--- src/rtl/core/fcfr_pkg.sv ---
// Shared constants for the fridge command frame responder.
package fcfr_pkg;

	localparam int COUNT_BITS_DEF = 10;

	localparam logic [7:0] SYNC_BYTE = 8'hFE;

	localparam logic [7:0] OP_BIND   = 8'h00;
	localparam logic [7:0] OP_QUERY  = 8'h01;
	localparam logic [7:0] OP_SET    = 8'h02;
	localparam logic [7:0] OP_RESET  = 8'h04;
	localparam logic [7:0] OP_LEFT   = 8'h05;
	localparam logic [7:0] OP_RIGHT  = 8'h06;

	localparam logic [7:0] TARGET_RESET = 8'hF8;

	localparam logic [7:0] ACK_LEN_BYTE   = 8'h03;
	localparam logic [7:0] QUERY_LEN_BYTE = 8'd21;
	localparam logic [7:0] MIN_LEN        = 8'd3;
	localparam logic [7:0] SET_MIN_LEN    = 8'd21;
	localparam logic [7:0] LEFT_MIN_LEN   = 8'd4;

	localparam logic [7:0] QRY_BYTE_NINE   = 8'd10;
	localparam logic [7:0] QRY_BYTE_TEN    = 8'hE7;
	localparam logic [7:0] QRY_BYTE_ELEVEN = 8'd2;

	localparam logic signed [7:0] TARGET_MIN = -8'sd25;
	localparam logic signed [7:0] TARGET_MAX = 8'sd20;
	localparam logic signed [7:0] CABIN_MIN  = -8'sd40;
	localparam logic signed [7:0] CABIN_MAX  = 8'sd50;

	// Sum of the fixed bytes of each response frame.
	localparam logic [15:0] QUERY_SUM_BASE = 16'h0305;
	localparam logic [15:0] ACK_SUM_BASE   = 16'h01FF;

	localparam logic [4:0] QUERY_LAST_IDX = 5'd23;
	localparam logic [4:0] ACK_LAST_IDX   = 5'd5;

endpackage

--- src/rtl/core/fcfr_if.sv ---
// Handshake channel interfaces for command bytes and response bytes.
interface fcfr_cmd_if;
	logic              valid;
	logic              ready;
	logic [7:0]        rx_byte;
	logic              frame_end;
	logic signed [7:0] current_temp;
	logic [6:0]        battery_percent;
	logic [4:0]        battery_volts;
	logic [3:0]        battery_tenths;

	modport source (
		output valid, rx_byte, frame_end, current_temp,
		       battery_percent, battery_volts, battery_tenths,
		input  ready
	);
	modport sink (
		input  valid, rx_byte, frame_end, current_temp,
		       battery_percent, battery_volts, battery_tenths,
		output ready
	);
endinterface

interface fcfr_resp_if;
	logic       valid;
	logic       ready;
	logic [7:0] resp_byte;
	logic       resp_last;
	logic       checksum_mismatch;

	modport source (
		output valid, resp_byte, resp_last, checksum_mismatch,
		input  ready
	);
	modport sink (
		input  valid, resp_byte, resp_last, checksum_mismatch,
		output ready
	);
endinterface

--- src/rtl/core/fridge_command_frame_responder.sv ---
// Fridge command frame responder: frame gathering, decode and response serializer.
// Throughput: one command byte per cycle; a frame_end byte waits while an earlier
// response is still being serialized. The frame_end transfer starts the serializer,
// which loads one response byte per cycle into the output register unless resp.ready
// holds it off, 6 bytes for an acknowledgement and 24 for a status.
// Reset clears the frame gatherer and restores unlocked, powered, max cooling, -8 degrees.
module fridge_command_frame_responder #(
	parameter int COUNT_BITS = fcfr_pkg::COUNT_BITS_DEF
) (
	input logic          clk,
	input logic          arst_n,
	fcfr_cmd_if.sink     cmd,
	fcfr_resp_if.source  resp
);
	import fcfr_pkg::*;

	// One extra bit so that byte position plus one never wraps.
	localparam int CW = COUNT_BITS + 1;

	// Frame gathering state. It returns to its reset values after every frame_end.
	logic [COUNT_BITS-1:0] byte_count_q;
	logic [7:0]            length_q;
	logic [7:0]            command_q;
	logic [7:0]            body0_q;
	logic [7:0]            body1_q;
	logic [7:0]            body2_q;
	logic [7:0]            body4_q;
	logic                  header_good_q;
	logic [15:0]           run_sum_q;
	logic [15:0]           rx_cs_q;

	// Appliance state.
	logic       locked_q;
	logic       power_q;
	logic       eco_q;
	logic [7:0] target_q;

	// Response snapshot taken at frame_end, serialized afterwards.
	logic        resp_active_q;
	logic        resp_query_q;
	logic [4:0]  resp_idx_q;
	logic [7:0]  snap_cmd_q;
	logic        snap_bad_q;
	logic        snap_locked_q;
	logic        snap_power_q;
	logic        snap_eco_q;
	logic [7:0]  snap_target_q;
	logic [7:0]  snap_cabin_q;
	logic [6:0]  snap_pct_q;
	logic [4:0]  snap_volts_q;
	logic [3:0]  snap_tenths_q;
	logic [15:0] snap_cs_q;

	// Output register.
	logic       out_valid_q;
	logic [7:0] out_byte_q;
	logic       out_last_q;
	logic       out_bad_q;

	logic              in_xfer;
	logic [CW-1:0]     cnt_w;
	logic [CW-1:0]     n_w;
	logic [7:0]        len_eff;
	logic [CW-1:0]     len_w;
	logic [7:0]        cmd_nx;
	logic [7:0]        body0_nx;
	logic [7:0]        body1_nx;
	logic [7:0]        body2_nx;
	logic [7:0]        body4_nx;
	logic              header_good_nx;
	logic [15:0]       run_sum_nx;
	logic [15:0]       rx_cs_nx;
	logic              frame_kept;
	logic              cmd_is_ack;
	logic              start_query;
	logic              start_ack;
	logic              cs_bad;
	logic [7:0]        target_clamped;
	logic [7:0]        cabin_clamped;
	logic [15:0]       query_sum;
	logic [15:0]       ack_sum;
	logic              out_load;
	logic [4:0]        last_idx;
	logic [7:0]        byte_mux;

	function automatic logic [7:0] clamp_s8(logic signed [7:0] v, logic signed [7:0] lo,
	                                        logic signed [7:0] hi);
		logic signed [7:0] r;
		r = v;
		if (v < lo) r = lo;
		if (v > hi) r = hi;
		return r;
	endfunction

	// A frame_end byte is held off only while a response is still being serialized.
	assign cmd.ready = !(resp_active_q && cmd.frame_end);
	assign in_xfer   = cmd.valid && cmd.ready;

	// Per-byte frame gathering. The length byte is usable in the same cycle it arrives.
	always_comb begin
		cnt_w   = {1'b0, byte_count_q};
		n_w     = cnt_w + CW'(1);
		len_eff = (cnt_w == CW'(2)) ? cmd.rx_byte : length_q;
		len_w   = CW'(len_eff);

		cmd_nx   = (cnt_w == CW'(3)) ? cmd.rx_byte : command_q;
		body0_nx = (cnt_w == CW'(4)) ? cmd.rx_byte : body0_q;
		body1_nx = (cnt_w == CW'(5)) ? cmd.rx_byte : body1_q;
		body2_nx = (cnt_w == CW'(6)) ? cmd.rx_byte : body2_q;
		body4_nx = (cnt_w == CW'(8)) ? cmd.rx_byte : body4_q;

		header_good_nx = header_good_q;
		if (cnt_w < CW'(2) && cmd.rx_byte != SYNC_BYTE) begin
			header_good_nx = 1'b0;
		end

		// Every byte up to the declared length is summed; the checksum bytes are not.
		run_sum_nx = run_sum_q;
		if (cnt_w < CW'(3) || cnt_w <= len_w) begin
			run_sum_nx = run_sum_q + {8'h00, cmd.rx_byte};
		end

		rx_cs_nx = rx_cs_q;
		if (cnt_w >= CW'(3) && cnt_w == CW'(length_q) + CW'(1)) begin
			rx_cs_nx[15:8] = cmd.rx_byte;
		end
		if (cnt_w >= CW'(3) && cnt_w == CW'(length_q) + CW'(2)) begin
			rx_cs_nx[7:0] = cmd.rx_byte;
		end

		cs_bad = (rx_cs_nx != run_sum_nx);

		frame_kept = (n_w >= CW'(6)) && header_good_nx && (len_eff >= MIN_LEN)
			&& (n_w >= len_w + CW'(3));
		cmd_is_ack = cmd_nx inside {OP_BIND, OP_SET, OP_RESET, OP_LEFT, OP_RIGHT};

		start_query = in_xfer && cmd.frame_end && frame_kept && (cmd_nx == OP_QUERY);
		start_ack   = in_xfer && cmd.frame_end && frame_kept && cmd_is_ack;
	end

	// Status frame fields and both frame checksums.
	always_comb begin
		target_clamped = clamp_s8($signed(target_q), TARGET_MIN, TARGET_MAX);
		cabin_clamped  = clamp_s8(cmd.current_temp, CABIN_MIN, CABIN_MAX);
		query_sum = QUERY_SUM_BASE + {15'd0, locked_q} + {15'd0, power_q} + {15'd0, eco_q}
			+ {8'h00, target_clamped} + {8'h00, cabin_clamped}
			+ {9'd0, cmd.battery_percent} + {11'd0, cmd.battery_volts}
			+ {12'd0, cmd.battery_tenths};
		ack_sum = ACK_SUM_BASE + {8'h00, cmd_nx};
	end

	always_ff @(posedge clk or negedge arst_n) begin
		if (!arst_n) begin
			byte_count_q  <= '0;
			length_q      <= '0;
			command_q     <= '0;
			body0_q       <= '0;
			body1_q       <= '0;
			body2_q       <= '0;
			body4_q       <= '0;
			header_good_q <= 1'b1;
			run_sum_q     <= '0;
			rx_cs_q       <= '0;
			locked_q      <= 1'b0;
			power_q       <= 1'b1;
			eco_q         <= 1'b0;
			target_q      <= TARGET_RESET;
		end else if (in_xfer) begin
			if (cmd.frame_end) begin
				byte_count_q  <= '0;
				length_q      <= '0;
				command_q     <= '0;
				body0_q       <= '0;
				body1_q       <= '0;
				body2_q       <= '0;
				body4_q       <= '0;
				header_good_q <= 1'b1;
				run_sum_q     <= '0;
				rx_cs_q       <= '0;
				if (start_ack) begin
					if (cmd_nx == OP_SET && len_eff >= SET_MIN_LEN) begin
						locked_q <= (body0_nx != 8'h00);
						power_q  <= (body1_nx != 8'h00);
						eco_q    <= (body2_nx == 8'h01);
						target_q <= body4_nx;
					end else if (cmd_nx == OP_LEFT && len_eff >= LEFT_MIN_LEN) begin
						target_q <= body0_nx;
					end else if (cmd_nx == OP_RESET) begin
						locked_q <= 1'b0;
						power_q  <= 1'b1;
						eco_q    <= 1'b0;
						target_q <= TARGET_RESET;
					end
				end
			end else begin
				// The count saturates on very long writes.
				if (byte_count_q != '1) begin
					byte_count_q <= byte_count_q + COUNT_BITS'(1);
				end
				if (cnt_w == CW'(2)) begin
					length_q <= cmd.rx_byte;
				end
				command_q     <= cmd_nx;
				body0_q       <= body0_nx;
				body1_q       <= body1_nx;
				body2_q       <= body2_nx;
				body4_q       <= body4_nx;
				header_good_q <= header_good_nx;
				run_sum_q     <= run_sum_nx;
				rx_cs_q       <= rx_cs_nx;
			end
		end
	end

	// Snapshot payload needs no reset.
	always_ff @(posedge clk) begin
		if (start_query || start_ack) begin
			resp_query_q  <= start_query;
			snap_cmd_q    <= cmd_nx;
			snap_bad_q    <= cs_bad;
			snap_locked_q <= locked_q;
			snap_power_q  <= power_q;
			snap_eco_q    <= eco_q;
			snap_target_q <= target_clamped;
			snap_cabin_q  <= cabin_clamped;
			snap_pct_q    <= cmd.battery_percent;
			snap_volts_q  <= cmd.battery_volts;
			snap_tenths_q <= cmd.battery_tenths;
			snap_cs_q     <= start_query ? query_sum : ack_sum;
		end
	end

	// Response byte selection by position in the frame.
	always_comb begin
		last_idx = resp_query_q ? QUERY_LAST_IDX : ACK_LAST_IDX;
		out_load = resp_active_q && (!out_valid_q || resp.ready);
		byte_mux = 8'h00;
		if (resp_query_q) begin
			case (resp_idx_q)
				5'd0, 5'd1: byte_mux = SYNC_BYTE;
				5'd2:       byte_mux = QUERY_LEN_BYTE;
				5'd3:       byte_mux = OP_QUERY;
				5'd4:       byte_mux = {7'd0, snap_locked_q};
				5'd5:       byte_mux = {7'd0, snap_power_q};
				5'd6:       byte_mux = {7'd0, snap_eco_q};
				5'd8:       byte_mux = snap_target_q;
				5'd9:       byte_mux = QRY_BYTE_NINE;
				5'd10:      byte_mux = QRY_BYTE_TEN;
				5'd11:      byte_mux = QRY_BYTE_ELEVEN;
				5'd18:      byte_mux = snap_cabin_q;
				5'd19:      byte_mux = {1'b0, snap_pct_q};
				5'd20:      byte_mux = {3'd0, snap_volts_q};
				5'd21:      byte_mux = {4'd0, snap_tenths_q};
				5'd22:      byte_mux = snap_cs_q[15:8];
				5'd23:      byte_mux = snap_cs_q[7:0];
				default:    byte_mux = 8'h00;
			endcase
		end else begin
			case (resp_idx_q)
				5'd0, 5'd1: byte_mux = SYNC_BYTE;
				5'd2:       byte_mux = ACK_LEN_BYTE;
				5'd3:       byte_mux = snap_cmd_q;
				5'd4:       byte_mux = snap_cs_q[15:8];
				5'd5:       byte_mux = snap_cs_q[7:0];
				default:    byte_mux = 8'h00;
			endcase
		end
	end

	always_ff @(posedge clk or negedge arst_n) begin
		if (!arst_n) begin
			resp_active_q <= 1'b0;
			resp_idx_q    <= '0;
			out_valid_q   <= 1'b0;
		end else begin
			if (start_query || start_ack) begin
				resp_active_q <= 1'b1;
				resp_idx_q    <= '0;
			end else if (out_load) begin
				if (resp_idx_q == last_idx) begin
					resp_active_q <= 1'b0;
					resp_idx_q    <= '0;
				end else begin
					resp_idx_q <= resp_idx_q + 5'd1;
				end
			end
			if (out_load) begin
				out_valid_q <= 1'b1;
			end else if (resp.ready) begin
				out_valid_q <= 1'b0;
			end
		end
	end

	always_ff @(posedge clk) begin
		if (out_load) begin
			out_byte_q <= byte_mux;
			out_last_q <= (resp_idx_q == last_idx);
			out_bad_q  <= snap_bad_q;
		end
	end

	assign resp.valid             = out_valid_q;
	assign resp.resp_byte         = out_byte_q;
	assign resp.resp_last         = out_last_q;
	assign resp.checksum_mismatch = out_bad_q;

	// The serializer never runs past the end of the frame being sent.
	a_idx_in_range: assert property (@(posedge clk) disable iff (!arst_n)
		resp_active_q |-> resp_idx_q <= last_idx)
		else $error("response index past frame end");

	// A new response never starts while the previous one is still being sent.
	a_no_overlap: assert property (@(posedge clk) disable iff (!arst_n)
		(start_query || start_ack) |-> !resp_active_q)
		else $error("response started while another was active");

	// When the serializer finishes, the output register holds the closing byte.
	a_last_on_finish: assert property (@(posedge clk) disable iff (!arst_n)
		$fell(resp_active_q) |-> (out_valid_q && out_last_q))
		else $error("serializer finished without a last byte");

	// A closing byte that is taken with nothing pending leaves the output empty.
	a_drain: assert property (@(posedge clk) disable iff (!arst_n)
		(out_valid_q && out_last_q && resp.ready && !resp_active_q) |=> !out_valid_q)
		else $error("output still valid after last transfer");

endmodule
--- src/flat_wrapper.sv ---
// flat-port wrapper written by rule: the top's interface ports become plain ports
module fridge_command_frame_responder_flat import fcfr_pkg::*;
#(
	parameter int COUNT_BITS = fcfr_pkg::COUNT_BITS_DEF
)
  (clk, arst_n, cmd_valid, cmd_rx_byte, cmd_frame_end, cmd_current_temp, cmd_battery_percent, cmd_battery_volts, cmd_battery_tenths, cmd_ready, resp_valid, resp_resp_byte, resp_resp_last, resp_checksum_mismatch, resp_ready);
  fcfr_cmd_if cmd_i ();
  fcfr_resp_if resp_i ();
  input logic clk;
  input logic arst_n;
  input wire logic [$bits(cmd_i.valid)-1:0] cmd_valid;
  input wire logic [$bits(cmd_i.rx_byte)-1:0] cmd_rx_byte;
  input wire logic [$bits(cmd_i.frame_end)-1:0] cmd_frame_end;
  input wire logic [$bits(cmd_i.current_temp)-1:0] cmd_current_temp;
  input wire logic [$bits(cmd_i.battery_percent)-1:0] cmd_battery_percent;
  input wire logic [$bits(cmd_i.battery_volts)-1:0] cmd_battery_volts;
  input wire logic [$bits(cmd_i.battery_tenths)-1:0] cmd_battery_tenths;
  output wire logic [$bits(cmd_i.ready)-1:0] cmd_ready;
  output wire logic [$bits(resp_i.valid)-1:0] resp_valid;
  output wire logic [$bits(resp_i.resp_byte)-1:0] resp_resp_byte;
  output wire logic [$bits(resp_i.resp_last)-1:0] resp_resp_last;
  output wire logic [$bits(resp_i.checksum_mismatch)-1:0] resp_checksum_mismatch;
  input wire logic [$bits(resp_i.ready)-1:0] resp_ready;
  assign cmd_i.valid = cmd_valid;
  assign cmd_i.rx_byte = cmd_rx_byte;
  assign cmd_i.frame_end = cmd_frame_end;
  assign cmd_i.current_temp = cmd_current_temp;
  assign cmd_i.battery_percent = cmd_battery_percent;
  assign cmd_i.battery_volts = cmd_battery_volts;
  assign cmd_i.battery_tenths = cmd_battery_tenths;
  assign cmd_ready = cmd_i.ready;
  assign resp_valid = resp_i.valid;
  assign resp_resp_byte = resp_i.resp_byte;
  assign resp_resp_last = resp_i.resp_last;
  assign resp_checksum_mismatch = resp_i.checksum_mismatch;
  assign resp_i.ready = resp_ready;
  fridge_command_frame_responder #(.COUNT_BITS(COUNT_BITS)) u_core (.clk(clk), .arst_n(arst_n), .cmd(cmd_i), .resp(resp_i));
endmodule
--- config.mk ---
export PLATFORM = sky130hd
export DESIGN_NAME = fridge_command_frame_responder_flat
export DESIGN_NICKNAME = d
export VERILOG_FILES = /design/src/rtl/core/fcfr_pkg.sv /design/src/rtl/core/fcfr_if.sv /design/src/rtl/core/fridge_command_frame_responder.sv /design/src/flat_wrapper.sv
export SDC_FILE = /design/constraint.sdc
export NUM_CORES = 1
export LEC_CHECK = 0
export ABC_AREA = 1
export BUFFER_PORTS_ARGS = -buffer_cell sky130_fd_sc_hd__buf_2
export CAP_MARGIN = 20
export CORE_ASPECT_RATIO = 0.7
export CORE_MARGIN = 2
export CORE_UTILIZATION = 50
export CTS_CLUSTER_DIAMETER = 60
export DETAILED_ROUTE_END_ITERATION = 10
export GPL_ROUTABILITY_DRIVEN = 0
export PLACE_DENSITY = 0.65
export SYNTH_ARGS = -nofsm -noshare
export SYNTH_HDL_FRONTEND = slang
export SYNTH_SLANG_ARGS = --single-unit
--- constraint.sdc ---
create_clock -name clk -period 9.37 [get_ports clk]
set_clock_uncertainty 0.1 [all_clocks]
set_input_delay 2.3425 -clock clk [delete_from_list [all_inputs] [get_ports clk]]
set_output_delay 2.3425 -clock clk [all_outputs]
set_load 0.02 [all_outputs]
---- Word-level counts from Yosys, hierarchy flattened ----
Index checks and enable logic that the tools add are counted.
storage, ports and cells
  logic and storage cells ................. 180
  input bits .............................. 37
  flip-flop bits (word level) ............. 180
  output and inout port bits .............. 12
operators by class
  $lt $le $gt $ge ......................... 13
  add/subtract/negate cells ............... 16
  eq/ne operators ......................... 35
  reductions and logical operators ........ 36
  multiplexer cells ....................... 48
operator list
  cell                   number
  $mux W8                22
  $pmux W8 S16           1
  $mux W16               4
  $add A16 B8 Y16        3
  $pmux W8 S5            1
  $add A16 B1 Y16        2
  $eq A10 B3 Y1 const B  3
  $eq A5 B5 Y1 const B   6
  $eq A8 B3 Y1 const B   3
  $eq A10 B11 Y1         2
  $eq A10 B2 Y1 const B  2
  $eq A5 B4 Y1 const B   4
  $lt A10 B2 Y1 const B  2
  $mux W10               2
  $mux W5                4
  $add A8 B2 Y9 const B  2
  $add A16 B4 Y16        1
  $add A16 B5 Y16        1
  $add A16 B7 Y16        1
  $eq A8 B1 Y1 const B   2
  $ne A16 B16 Y1         1
  $reduce_bool A8 Y1     2
  $eq A5 B3 Y1 const B   3
  $logic_and A1 B1 Y1    15
  other kinds (37)       59

---- Longest topological paths before layout ----
Gate-level depths: netlist of the first run.
  word-level depth ........................ 11
  depth in mapped cells ................... 30
  mapped depth without buffers ............ 29

---- Worst setup path before layout of the first run ----
Ideal clock, no wire load.
  path type ............................... input port to flip-flop
  from .................................... input port cmd_current_temp[4]
  to ...................................... register u_core.snap_cs_q[9] (data pin)
  buffers on the path ..................... 0
  path slack .............................. 2.961 ns
  setup time .............................. 0.256 ns
  stages on the path ...................... 23
  data required time ...................... 9.014 ns
  data arrival time ....................... 6.053 ns
  cells stage by stage .................... a21oi_1 > nand3b_1 > ha_1 > inv_1 > a21oi_1 > fa_1 > fa_1 > inv_1 > fa_1 > ha_1 > inv_1 > fa_1 > nor2_1 > o21ai_0 > nand2_1 > nand2_1 > nand2_1 > a21oi_1 > nor2_1 > o21ai_0 > nand2_1 > xor2_1 > o21ai_1
between the ends
  word-level cells in the longest chain between the ends .. 8
  elaborated cells between the ends (all ways) .. 9
  classes of those cells .................. 4 x add/sub; 2 x order compare; 3 x mux
RTL lines
  element                 RTL line                               RTL
  start: declaration      flat_wrapper.sv:14                     input wire logic [$bits(cmd_i.current_temp)-1:0] cmd_current_temp;
  $lt A8 B7 Y1            fridge_command_frame_responder.sv:90   if (v < lo) r = lo;
  $mux W8                 fridge_command_frame_responder.sv:90
  $mux W8 (*)             fridge_command_frame_responder.sv:91   if (v > hi) r = hi;
  $add A16 B8 Y16 (*)     fridge_command_frame_responder.sv:146  + {8'h00, target_clamped} + {8'h00, cabin_clamped}
  $add A16 B7 Y16 (*)     fridge_command_frame_responder.sv:147  + {9'd0, cmd.battery_percent} + {11'd0, cmd.battery_volts}
  $add A16 B5 Y16 (*)     fridge_command_frame_responder.sv:147
  $add A16 B4 Y16 (*)     fridge_command_frame_responder.sv:148  + {12'd0, cmd.battery_tenths};
  $mux W16 (*)            fridge_command_frame_responder.sv:229  snap_cs_q <= start_query ? query_sum : ack_sum;
  end signal: assignment  fridge_command_frame_responder.sv:229
  end: declaration        fridge_command_frame_responder.sv:52   logic [15:0] snap_cs_q;
Mark *: on every way between the ends. The rest lies on a longest branch, timed or not.
A chain may end at the register's enable or synchronous reset.

---- Worst setup path after layout of the first run ----
  from .................................... input port cmd_current_temp[5]
  to ...................................... register u_core.snap_cs_q[9] (data pin)
The elaborated chain is that of the path after synthesis.

==> results of run 1 <==
-- registers in the layout, indices dropped and copies added (netlist names), 10 cells and up --
register and count:
u_core.byte_count_q 10, u_core.snap_cs_q 12, u_core.run_sum_q 16, u_core.rx_cs_q 16
-- layout by cell type (no fill, tap or decap), types with 6 or more instances in the layout --
master     Yosys  layout
a21oi_1       35      35
a221oi_1       8       8
a22o_1         7       7
buf_2          5      47
buf_4          4       8
clkbuf_16      0      17
dfrtp_1      102     102
dfstp_2        7       7
edfxtp_1      67      67
fa_1          21      21
ha_1          62      62
inv_1        269     267
inv_2         12      14
nand2_1      354     354
nand2_2        9       9
nand3_1      119     119
nand3b_1       6       6
nand4_1       16      16
nor2_1        80      80
nor2_2         9       9
nor3_1        19      19
o21ai_0       82      82
o21ai_1       12      12
o21ai_2        8       8
o22ai_1       82      82
xnor2_1        9       9
xor2_1        38      38
-- through the flow --
stage	setup slack [ns]	util, %	std cells
after floorplan	2.961	-	1530
after global placement	2.573	52.99	1861
final	2.811	55.49	1893
after detailed placement	2.409	52.99	1861
after CTS	2.872	55.49	1893
after global routing	2.567	55.49	1893
-- logic make-up after synthesis --
| logic type | Yosys count | synth area share, % |
|---|---|---|
| XOR/XNOR | 47 | 3.405 |
| AO/OA/AOI/OAI | 264 | 13.55 |
| buffers and inverters | 326 | 10.71 |
| adder cells (fa/ha/maj) | 83 | 9.894 |
| AND/OR/NAND/NOR | 634 | 23.16 |
| flip-flops | 176 | 39.28 |
-- power by group through the flow --
stage | registers [W] | logic, W | clock network (W)
floorplan | 0.000997 | 0.00121 | 0
global placement | 0.00100 | 0.00155 | 0
detailed placement | 0.00100 | 0.00158 | 0
CTS | 0.000987 | 0.00160 | 0.000746
global route | 0.00100 | 0.00184 | 0.000777
finish | 0.000989 | 0.00162 | 0.000738
-- worst reg2reg max path, cell delays in order (launching register included) --
cell and delay (ns):
dfrtp_1 0.37, inv_1 0.06, o31ai_1 0.27, o2111ai_1 0.14
ha_1 0.37, inv_1 0.10, a21oi_1 0.45, inv_1 0.13
fa_1 0.49, fa_1 0.49, inv_1 0.06, fa_1 0.54
ha_1 0.18, inv_1 0.06, fa_1 0.39, nor2_1 0.11
o21ai_0 0.07, nand2_1 0.10, nand2_1 0.07, nand2_1 0.07
a21oi_1 0.08, nor2_1 0.09, o21ai_0 0.07, nand2_1 0.11
xor2_1 0.18, o21ai_1 0.09
-- worst max path at each step --
| stage | start | cells past startpoint | slack, ns | to |
|---|---|---|---|---|
| 2_1_floorplan | cmd_current_temp[4] | 23 | 2.96 | u_core.snap_cs_q[9] |
| 3_5_place_dp | cmd_current_temp[5] | 24 | 2.41 | u_core.snap_cs_q[9] |
| 3_3_place_gp | cmd_current_temp[4] | 24 | 2.57 | u_core.snap_cs_q[9] |
| 6_report | cmd_current_temp[5] | 24 | 2.81 | u_core.snap_cs_q[9] |
| 4_1_cts | cmd_current_temp[5] | 24 | 2.87 | u_core.snap_cs_q[9] |
| 5_1_grt | cmd_current_temp[5] | 24 | 2.57 | u_core.snap_cs_q[9] |
-- cell type report --
cell class	count	area, um2	share of cell area [%]
Multi-Input combinational cell	1028	6046	45.97
Inverter	284	1071	8.144
Clock buffer	18	429.2	3.263
Timing Repair Buffer	55	295.3	2.245
Tap cell	318	397.9	3.025
Sequential cell	176	4748	36.10
Clock inverter	14	163.9	1.246
-- metal layers --
metal,GRT usage [%],wire (um),share of wire (%),up-vias
met5,0,0,0,-
met2,35.73,12720,39,452
met1,42.45,16110,49,4865
li1,-,-,-,5085
met4,6.245,373,1.1,0
met3,7.117,3488,11,36
==> flow_summary.json, run 1 <==
{
  "status": "finished, final reports clean",
  "synthCells": 1530,
  "ys_top_cells_by_count": "nand2_1 (354), inv_1 (269), nand3_1 (119)",
  "min_period_ns": 6.559,
  "synth_top_area_share_pct": 21.11,
  "syn_avg_cell_area_um2": 7.901,
  "setup_viol": 0,
  "slowest_stage": "fa_1",
  "insertion_delay_ns": 0.45,
  "fmax_mhz": 152.5,
  "timing.final.crit_share_pct": 70.00,
  "core_area_um2": 23700,
  "seqPwrFrac_pct": 29.5,
  "clk_pin_slew_worst_paths_ns": 0.07,
  "drc_errors": 0,
  "cts_tree": "built",
  "worstHoldStart": "u_core.snap_bad_q",
  "grt_pass1_vias": 9674,
  "p_total_w": 0.003351,
  "ys.flop_type": "dfrtp_1",
  "syn_nets": 1650,
  "cts_root_buf": "clkbuf_16",
  "cts_buffers": 17,
  "crit_path_end_kind": "flop",
  "dp_hpwl_mm": 23.98,
  "routed_via_density": 5.514,
  "yosysTopAreaCell": "dfrtp_1",
  "hold_class": "flop to flop",
  "finish.instance_area_um2": 13150,
  "startpoint_type": "input pin",
  "synth_edf_count": 67,
  "internal_power_w": 0.001865,
  "worstPathCellList": "buf_2 > a21oi_1 > nand3b_1 > ha_1 > inv_1 > a21oi_1 > fa_1 > fa_1 > inv_1 > fa_1 > ha_1 > inv_1 > fa_1 > nor2_1 > o21ai_0 > nand2_1 > nand2_1 > nand2_1 > a21oi_1 > nor2_1 > o21ai_0 > nand2_1 > xor2_1 > o21ai_1",
  "wl_mm": 32.69,
  "syn2layout_area_growth_pct": 8.787,
  "ys_ff_latch": 176,
  "final_nets": 1682,
  "grt.overflow.total": 0,
  "die_w_um": 189.9,
  "antenna_found_initial": 0,
  "rr_worst_depth": 25,
  "wl_per_cell_um": 17.27,
  "min_delay_worst_endpoint": "u_core.resp.checksum_mismatch",
  "grt_use_total_pct": 26.76,
  "max_stage_delay_ns": 0.54,
  "regToRegEndpoint": "u_core.snap_cs_q[9]",
  "p_per_area_nw_per_um2": 254.8,
  "cts_hold_buf": 0,
  "grt_max_degree": 76,
  "async_flop_share_pct": 61.93,
  "p_leak_nw": 6.543,
  "hold_violations": 0,
  "dr_total_vias": 10440,
  "portBuffers": 48,
  "switching_share_pct": 44.36,
  "fillers": 2197,
  "cts_htree_levels": 4,
  "seq_area_frac_synth_pct": 39.28,
  "num_rows": 47,
  "comb_power_share_pct": 48.5,
  "relSlewSlack_pct": 24.27,
  "timing.setup.tns_ns": 0,
  "rrSetupSlack_ns": 3.88,
  "worst_ir_drop_vdd_uv": 154.9,
  "die_area_um2": 25460,
  "antenna_cells": 0,
  "hold_ws_ns": 0.3641,
  "slew_violations": 0,
  "critPathBufInv": 4,
  "worst-path-max-fanout": 4,
  "cts.sinks": 176,
  "post_cts_buffers": 0,
  "worstMarginPinSlew_ns": 1.107,
  "initial_utilization_pct": 51.01,
  "crit_required_ns": 9.47,
  "path_class": "input pin to flop",
  "ys_types": 52,
  "synth_warnings": 0,
  "drt-initial-drc-count": 1092,
  "drtAntennaViolNets": 0,
  "p_clk_share_pct": 22.0,
  "synthTopCellsByArea": "dfrtp_1 (21%), edfxtp_1 (17%), nand2_1 (11%)",
  "synthesis.area_um2": 12090,
  "synth.most_common_cell": "nand2_1",
  "dpl_cell_area_um2": 12560,
  "grt_pass1_wl_mm": 52.57,
  "cts_resized": 0,
  "r2r_start": "u_core.target_q[2]",
  "critPathTopFamily": "adder cells",
  "drv_cap": 0,
  "rsz0062_at_grt": "no",
  "whs_path_depth": 0,
  "dieHeight_um": 134.1,
  "pin_count": 49,
  "layout-drive-gt1-share_pct": 10.16,
  "dr.pass1.iters": 6,
  "p_switching_w": 0.001487,
  "critical_path_arrival_ns": 6.66,
  "clock_path_buffers": 2
}
Power figures use the tool's default switching activity.
==> run 2, diff against run 1 <==
Settings changed: ABC_AREA 1 to 0.
Clock period 9.37 ns to 6.8 ns, I/O delays scaled along.
==> run 2 against run 1 <==
Compared with the run above: sequential cell count stayed put; die area is 3.2% lower; first-iteration DRC count is 13% lower; design area is 2.6% lower; final cell count is 18% lower; wire length is 4.2% lower; combinational power is 24% lower; core utilization is 0.71 points higher; count of clock-buffer cells in the layout stayed put; via count is 10% lower; total power is 3.0% higher; largest power group is now sequential cells.
==> flow_summary.json, run 2 <==
{
  "yosys-mux-area-fraction_pct": 6.403,
  "clk_pin_slew_worst_paths_ns": 0.06,
  "reg_top3": "u_core.run_sum_q x16, u_core.rx_cs_q x16, u_core.snap_cs_q x12",
  "final_common_cell": "nand2_1",
  "hold_class": "flop to flop",
  "ys_types": 83,
  "pin_count": 49,
  "post-route-util_pct": 56.20,
  "startpoint_type": "input pin",
  "die_w_um": 186.7,
  "async_flop_share_pct": 61.93,
  "regToRegEndpoint": "u_core.snap_bad_q",
  "antenna_cells": 0,
  "p_per_area_nw_per_um2": 269.4,
  "cts_htree_levels": 4,
  "finish.instance_area_um2": 12810,
  "synth_warnings": 0,
  "timing.final.crit_share_pct": 89.44,
  "finalNonFillerCells": 1556,
  "synthCells": 1202,
  "yosys.area_share.simple_pct": 14.14,
  "dr_total_vias": 9357,
  "grt_pass1_wl_mm": 49.96,
  "initial_utilization_pct": 51.27,
  "slew_violations": 0,
  "portBuffers": 48,
  "synthesis.area_um2": 11690,
  "dp_cells": 1524,
  "rrSetupSlack_ns": 0.81,
  "critical_path_arrival_ns": 6.16,
  "cts.sinks": 176,
  "die_area_um2": 24630,
  "ys.flop_type": "dfrtp_1",
  "setup_viol": 0,
  "fmax_mhz": 164.4,
  "path_class": "input pin to flop",
  "cts_tree": "built",
  "drc_errors": 0,
  "ys_ff_latch": 176,
  "synthAdderAreaFrac_pct": 10.24,
  "dr.pass1.iters": 5,
  "worstMarginPinSlew_ns": 1.111,
  "rsz0062_at_grt": "no",
  "insertion_delay_ns": 0.44,
  "cts_root_buf": "clkbuf_16",
  "ys_top_cells_by_count": "nand2_1 (122), o21ai_0 (107), dfrtp_1 (102)",
  "drtAntennaViolNets": 0,
  "post_cts_buffers": 0,
  "synth-xor-area-share_pct": 5.214,
  "grt_max_degree": 66,
  "status": "finished, final reports clean",
  "dieHeight_um": 131.9,
  "fillers": 2036,
  "synth-compound-area-share_pct": 18.25,
  "grt_use_total_pct": 25.90,
  "dp_hpwl_mm": 23.00,
  "relSlewSlack_pct": 25.90,
  "grt.overflow.total": 0,
  "drt-initial-drc-count": 946,
  "synth.most_common_cell": "nand2_1",
  "grt_pass1_vias": 8619,
  "final_nets": 1351,
  "min_period_ns": 6.082,
  "p_leak_nw": 5.701,
  "hold_violations": 0,
  "antenna_found_initial": 1,
  "synth_top_area_share_pct": 21.84,
  "yosysTopAreaCell": "dfrtp_1",
  "worst_ir_drop_vdd_uv": 174.9,
  "clock_path_buffers": 2,
  "layout-drive-gt1-share_pct": 10.93,
  "cp-endpoint": "u_core.snap_cs_q[10]",
  "cts_buffers": 17,
  "final_cell_mix": "nand2_1 (121), o21ai_0 (107), dfrtp_1 (102)",
  "timing.setup.tns_ns": 0,
  "crit_start": "cmd_current_temp[0]",
  "syn_nets": 1322,
  "rr_worst_depth": 14,
  "wl_mm": 31.32,
  "crit_path_end_kind": "flop",
  "synth_edf_count": 67,
  "r2r_start": "u_core.byte_count_q[6]",
  "syn2layout_area_growth_pct": 9.615,
  "core_area_um2": 22790,
  "drv_cap": 0,
  "dpl_cell_area_um2": 12270,
  "crit_required_ns": 6.88,
  "cts_hold_buf": 0,
  "num_rows": 46,
  "p_total_w": 0.003451,
  "wl_per_cell_um": 20.13,
  "routed_via_density": 6.013,
  "worst-path-max-fanout": 6,
  "cts_resized": 0,
  "seq_area_frac_synth_pct": 40.63,
  "syn_avg_cell_area_um2": 9.722,
  "synthTopCellsByArea": "dfrtp_1 (22%), edfxtp_1 (17%), ha_1 (6.6%)",
  "synth_top_family_by_area": "compound AO/OA/AOI/OAI gates"
}
run 2: worst min path at each step:
| stage | startpoint | to | cells past startpoint |
|---|---|---|---|
| CTS | u_core.body0_q[6] | u_core.body0_q[6] | 2 |
| detailed placement | u_core.body0_q[4] | u_core.body0_q[4] | 2 |
| global placement | u_core.body4_q[0] | u_core.body4_q[0] | 2 |
| floorplan | u_core.snap_bad_q | u_core.resp.checksum_mismatch | 0 |
| global route | u_core.body4_q[5] | u_core.body4_q[5] | 2 |
| finish | u_core.body0_q[5] | u_core.body0_q[5] | 2 |
run 2: critical path, stage by stage:
cell and delay [ns]:
buf_2 0.11, a211o_1 0.29, a31oi_1 0.20, nor2_1 0.13, nor2_1 0.14, nand2_1 0.12
fa_1 0.53, fa_1 0.44, fa_1 0.61, inv_1 0.06, ha_1 0.28, a21o_1 0.15
a21oi_1 0.21, o21ai_0 0.12, a21o_1 0.21, a21o_1 0.17, a21oi_1 0.21, o21bai_1 0.09
a21oi_1 0.19, xnor2_1 0.15, nor2_1 0.05
run 2: power by group:
part           switching, W  internal (W)
clock network      0.000442      0.000502
registers         0.0000803       0.00120
logic              0.000723      0.000508
total               0.00125       0.00221
run 2: cell families (layout without fill, tap and decap cells):
logic type,Yosys count,in the layout
buffers and inverters,151,193
DFF,176,176
AOI/OAI and AO/OA,322,322
and+or+nand+nor,329,329
adders and majority gates,83,83
xor gates and xnor gates,68,68
muxes,73,73
run 2: final cells by class:
cell class / instances / area (um2) / share of cell area (%)
inverter: 83 / 311.5 / 2.432
multi-input combinational: 875 / 6350 / 49.57
tap: 312 / 390.4 / 3.047
timing repair buffer: 78 / 465.4 / 3.634
sequential: 176 / 4748 / 37.07
clock inverter: 14 / 115.1 / 0.8986
clock buffer: 18 / 429.2 / 3.350
run 2: routing by layer:
| layer | vias to the layer above | track usage (%) | share of wire, % |
|---|---|---|---|
| met5 | - | 0 | 0.042 |
| met4 | 2 | 5.159 | 1.1 |
| met3 | 30 | 8.278 | 9.7 |
| met1 | 4551 | 41.87 | 51 |
| met2 | 353 | 32.88 | 38 |
| li1 | 4421 | - | - |
run 2: stage by stage:
stage,setup WS (ns),hold slack (ns)
finish,0.7179,0.3833
global route,0.4401,0.4048
CTS,0.7355,0.3850
detailed placement,0.2743,0.3701
global placement,0.3979,0.3605
floorplan,0.3686,0.3003
